--- config.mk ---
export PLATFORM = sky130hd
export DESIGN_NAME = afs_ram
export DESIGN_NICKNAME = d
export VERILOG_FILES = /design/src/rtl/core/assert_macros.svh /design/src/rtl/core/afs_ram.sv
export SDC_FILE = /design/constraint.sdc
export NUM_CORES = 1
export LEC_CHECK = 0
export CAP_MARGIN = 30
export CORE_AREA = 10 10 111 162
export CTS_CLUSTER_SIZE = 28
export DETAILED_ROUTE_END_ITERATION = 8
export DIE_AREA = 0 0 121 172
export DONT_BUFFER_PORTS = 1
export PLACE_DENSITY = 0.55
export SYNTH_ARGS = -nofsm -noshare
export SYNTH_HDL_FRONTEND = slang
export SYNTH_SLANG_ARGS = --single-unit
--- constraint.sdc ---
create_clock -name clk -period 2 [get_ports clk]
set_clock_uncertainty 0.1 [all_clocks]
set_input_delay 0.4 -clock clk [delete_from_list [all_inputs] [get_ports clk]]
set_output_delay 0.4 -clock clk [all_outputs]
set_load 0.02 [all_outputs]
--- src/rtl/core/assert_macros.svh ---
// ---------------------------------------------------------------------------
// assert_macros.svh
// Assertion shorthands: clocked on clk, disabled while arst_n is low.
// ---------------------------------------------------------------------------
`ifndef ASSERT_MACROS_SVH
`define ASSERT_MACROS_SVH

// Property checked at every rising edge outside reset.
`define AFS_ASSERT(label, prop, msg) \
	label: assert property (@(posedge clk) disable iff (!arst_n) (prop)) else $error(msg);

// Antecedent leads to consequent in the following cycle.
`define AFS_ASSERT_NEXT(label, ante, cons, msg) \
	label: assert property (@(posedge clk) disable iff (!arst_n) (ante) |=> (cons)) \
		else $error(msg);

`endif

--- src/rtl/core/afs_ram.sv ---
// ---------------------------------------------------------------------------
// afs_ram
// Generic single-write, single-read RAM with registered read data.
// ---------------------------------------------------------------------------
module afs_ram #(
	parameter int WIDTH = 8,
	parameter int DEPTH = 16
) (
	input  logic                     clk,
	input  logic                     we,
	input  logic [$clog2(DEPTH)-1:0] waddr,
	input  logic [WIDTH-1:0]         wdata,
	input  logic [$clog2(DEPTH)-1:0] raddr,
	output logic [WIDTH-1:0]         rdata
);
	logic [WIDTH-1:0] mem [DEPTH];

	always_ff @(posedge clk) begin
		if (we) begin
			mem[waddr] <= wdata;
		end
		rdata <= mem[raddr];
	end
endmodule

Word level (Yosys, flattened, before mapping)
Memory sizes are Yosys's and may differ from the RTL's. A register that Yosys moved wholly into a read port is not among the register bits.
Index checks and enable logic that the tools add are counted.

cells by class
  mux-type cells = 2

operator list
  kind    count
  $mux 1  2

storage, ports and cells
  bits in registers = 0
  RAM bits = 128
  output and inout port bits = 8
  word-level logic and storage cells = 3
  memories = 1

memories
  memory  words  width  rd ports  clocked after Yosys merged registers in  wr ports  RTL line       text
  mem     16     8      1         1                                        1         afs_ram.sv:16  logic [WIDTH-1:0] mem [DEPTH];

Longest topological paths before layout
  depth in word-level cells = 2
  depth in mapped cells = 5

Worst setup path after synthesis
OpenSTA, ideal clock, no wires.

  path kind = input -> register
  start = in waddr[2]
  end = mem mem[0][0] (enable)
  setup time = 0.383 ns
  arrival = 1.510 ns
  required time = 1.517 ns
  path slack = 0.007 ns
  stages = 2
  path buffers = 0
  path through = or3b_2 nor3_1

RTL lines
  element          RTL line       text
  start, declared  afs_ram.sv:11  input logic [$clog2(DEPTH)-1:0] waddr,
  end, declared    afs_ram.sv:16

Straight into the memory's write port.

==> metrics.log <==
[metrics] run status: finished, final reports clean
[metrics] total power per unit cell area: 1050 nW/um^2
[metrics] final critical path time including I/O delays and setup: 1.49 ns
[metrics] Final Hold Viols: 0
[metrics] placer's final routability congestion estimate: 0.743
[metrics] CTS clock-pin slew for the worst setup and hold paths: 0.07 ns
[metrics] synthesized netlist net count: 247
[metrics] cell row count: 55
[metrics] count of unique library cells instantiated by Yosys: 19
[metrics] Routed Antenna Nets: 0
[metrics] via count normalized by instance count: 5.00
[metrics] Layout Cell Area excl Fill: 6120 sq um
[metrics] Post-Syn Instances: 229
[metrics] cell with the most instances after synthesis: edfxtp_1
[metrics] share of the core filled with cells: 0.406
[metrics] setup repair after global routing missed its margin: no
[metrics] synthesis-stage register bit count: 136
[metrics] final-report max-slew violation count: 0
[metrics] Final Setup Violations: 0
[metrics] DP HPWL: 6850 microns
[metrics] via count of the first global-routing pass: 2604
[metrics] combined area of all synthesized cells: 5150 sq um
[metrics] cell types with the largest area share after synthesis: edfxtp_1 75%, mux4_2 7.9%, mux4_1 7.1%, dfxtp_1 3.1%, a22oi_1 2.3%
[metrics] number of port buffers: 0
[metrics] required time at the endpoint of the critical path: 2.19 ns
[metrics] start-to-end type of the worst setup path: register to register
[metrics] number of synthesized flops with an enable pin: 128
[metrics] Die Y: 172 microns
[metrics] ys flop type: edfxtp_1
[metrics] DRT iter0 DRCs: 148
[metrics] share of synthesized flip-flops with an asynchronous set or reset: 0
[metrics] area of the core region: 15100 sq um
[metrics] Fmax achieved: 671 MHz
[metrics] initial antenna violation count: 0
[metrics] number of gates resized after CTS: 0
[metrics] Worst setup EP type: register
[metrics] proportion of layout cells with a drive suffix above 1: 0.254
[metrics] # placed instances: 438
[metrics] worst endpoint data arrival time: 1.68 ns
[metrics] clock root buffer: clkbuf_16
[metrics] Remaining DRCs: 0
[metrics] global-route track usage on met2: 0.179
[metrics] global router's overall resource usage: 0.109
[metrics] total wire length: 10500 microns
[metrics] top cell type by total area after synthesis: edfxtp_1
[metrics] average cell area after synthesis: 22.5 sq um
[metrics] total setup buffers inserted after CTS: 0
[metrics] global route total overflow: 0
[metrics] DR pass1 iterations: 5
[metrics] Layout Area Growth over Synthesis: 18.8%
[metrics] PnR Total Power: 6.43 mW
[metrics] number of clock sinks seen by CTS: 136
[metrics] setup total negative slack: 0 ns
[metrics] Finished Layout Cells: 478
[metrics] portion of the clock cycle consumed by the worst path in the final layout: 0.745
[metrics] met3 Usage GRT: 0.0323
[metrics] static leakage: 2.02 nW
[metrics] total via count after detailed routing: 2388
[metrics] clock buffer count from CTS: 17
[metrics] post-synthesis sequential area ratio: 0.778
[metrics] latest clock arrival within the worst-skew pair: 0.42 ns
[metrics] Yosys warnings: 0
[metrics] slew margin rel.: 0.555
[metrics] top post-synthesis cells by count: 128 x edfxtp_1, 18 x mux4_2, 16 x a22oi_1, 14 x mux4_1, 13 x nor2_1
[metrics] grt met1 use: 0.131
[metrics] number of buffers on the longest clock path: 2
[metrics] H-Tree Level Count: 4
[metrics] CP max FO: 1
[metrics] number of buffers added to fix hold violations after cts: 8
[metrics] Nets: 284
[metrics] first-pass GRT wire length: 16200 microns
[metrics] Antenna Diode Count: 0
[metrics] MaxCap Viol Count: 0
[metrics] width of the chip: 121 microns
[metrics] Worst Hold Class: primary input to register
[metrics] clock tree from TritonCTS: built
[metrics] area after detailed placement: 5460 sq um
[metrics] area of the die: 20800 sq um
[metrics] pin count of the biggest net entering global routing: 33
[metrics] global route hottest layer: met2
[metrics] average wire per cell in the routed design: 22.0 microns
[metrics] worst supply voltage drop on vdd: 0.564 mV
[metrics] initial standard-cell utilization of the core: 0.342
[metrics] kind of start point of the critical path: register
[metrics] area share of the leading cell type in the synthesized netlist: 0.747
[metrics] Worst Tran Pin Value: 0.665 ns
[metrics] number of ports placed on the die boundary: 26
## per-stage QoR
step / worst slack (ns) / hold WS [ns]
global placement: 0.348 / 0.400
CTS: 0.505 / 0.171
detailed placement: 0.317 / 0.400
finish: 0.510 / 0.202
floorplan: 0.00713 / 0.399
global route: 0.459 / 0.211
## final cells by class
cell class / instances / area (sq um)
multi-input cells: 83 / 1060
clock inverters: 15 / 150
clock buffers: 17 / 425
well taps: 199 / 249
fillers: 1318 / 8950
repair buffers: 28 / 230
flip-flops and latches: 136 / 4000
## cells by family after synthesis
family | after synthesis | share of synthesized area
DFF | 136 | 0.778
and+or+nand+nor | 35 | 0.0318
muxes | 32 | 0.150
AOI/OAI and AO/OA | 16 | 0.0233
buffers and inverters | 10 | 0.0168
## cells in the final DEF (no fill, tap or decap), drive strengths merged
cell type    synthesis  routed
mux4                32      32
nor2                13      13
a22oi               16      16
edfxtp             128     128
clkinvlp             0       1
nor3                 4       4
nand3b               2       2
clkbuf               0      17
nand2                9       9
dfxtp                8       8
nand2b               2       2
nor2b                1       1
and2b                1       1
and2                 1       1
or3b                 1       1
inv                  0      11
buf                  7      20
nand3                1       1
clkinv               0       3
dlygate4sd3          0       8
## worst max-delay path, cell delays in order (launching register included)
cell and delay [ns]:
edfxtp_1 0.37, mux4_1 0.58, a22oi_1 0.21, nand2_1 0.10
## sequential cells by signal, indices dropped and copies added (netlist names)
| name | cells |
|---|---|
| mem | 128 |
| rdata | 8 |
## worst paths after layout
path / startpoint / end / slack (ns) / cells past startpoint
hold reg to reg: mem[4][3]$_DFFE_PP_ / rdata[3]$_DFF_P_ / 0.58 / 3
setup / recovery: mem[5][0]$_DFFE_PP_ / rdata[0]$_DFF_P_ / 0.51 / 3
hold / removal: raddr[1] / rdata[3]$_DFF_P_ / 0.20 / 3
setup reg to reg: mem[5][0]$_DFFE_PP_ / rdata[0]$_DFF_P_ / 0.51 / 3
## layer usage
metal	wire (microns)	vias up	part of all wire
met1	4420	1257	0.42
li1	-	1050	-
met4	167	0	0.016
met2	5420	66	0.52
met5	0	-	0
met3	506	15	0.048
## report_power, final
part / switching (mW) / total, mW / leakage, nW / internal [mW]
Combinational: 0.115 / 0.224 / 0.511 / 0.109
Clock: 1.31 / 2.97 / 0.282 / 1.66
Sequential: 0.0477 / 3.23 / 1.22 / 3.19
Power figures use the tool's default switching activity.
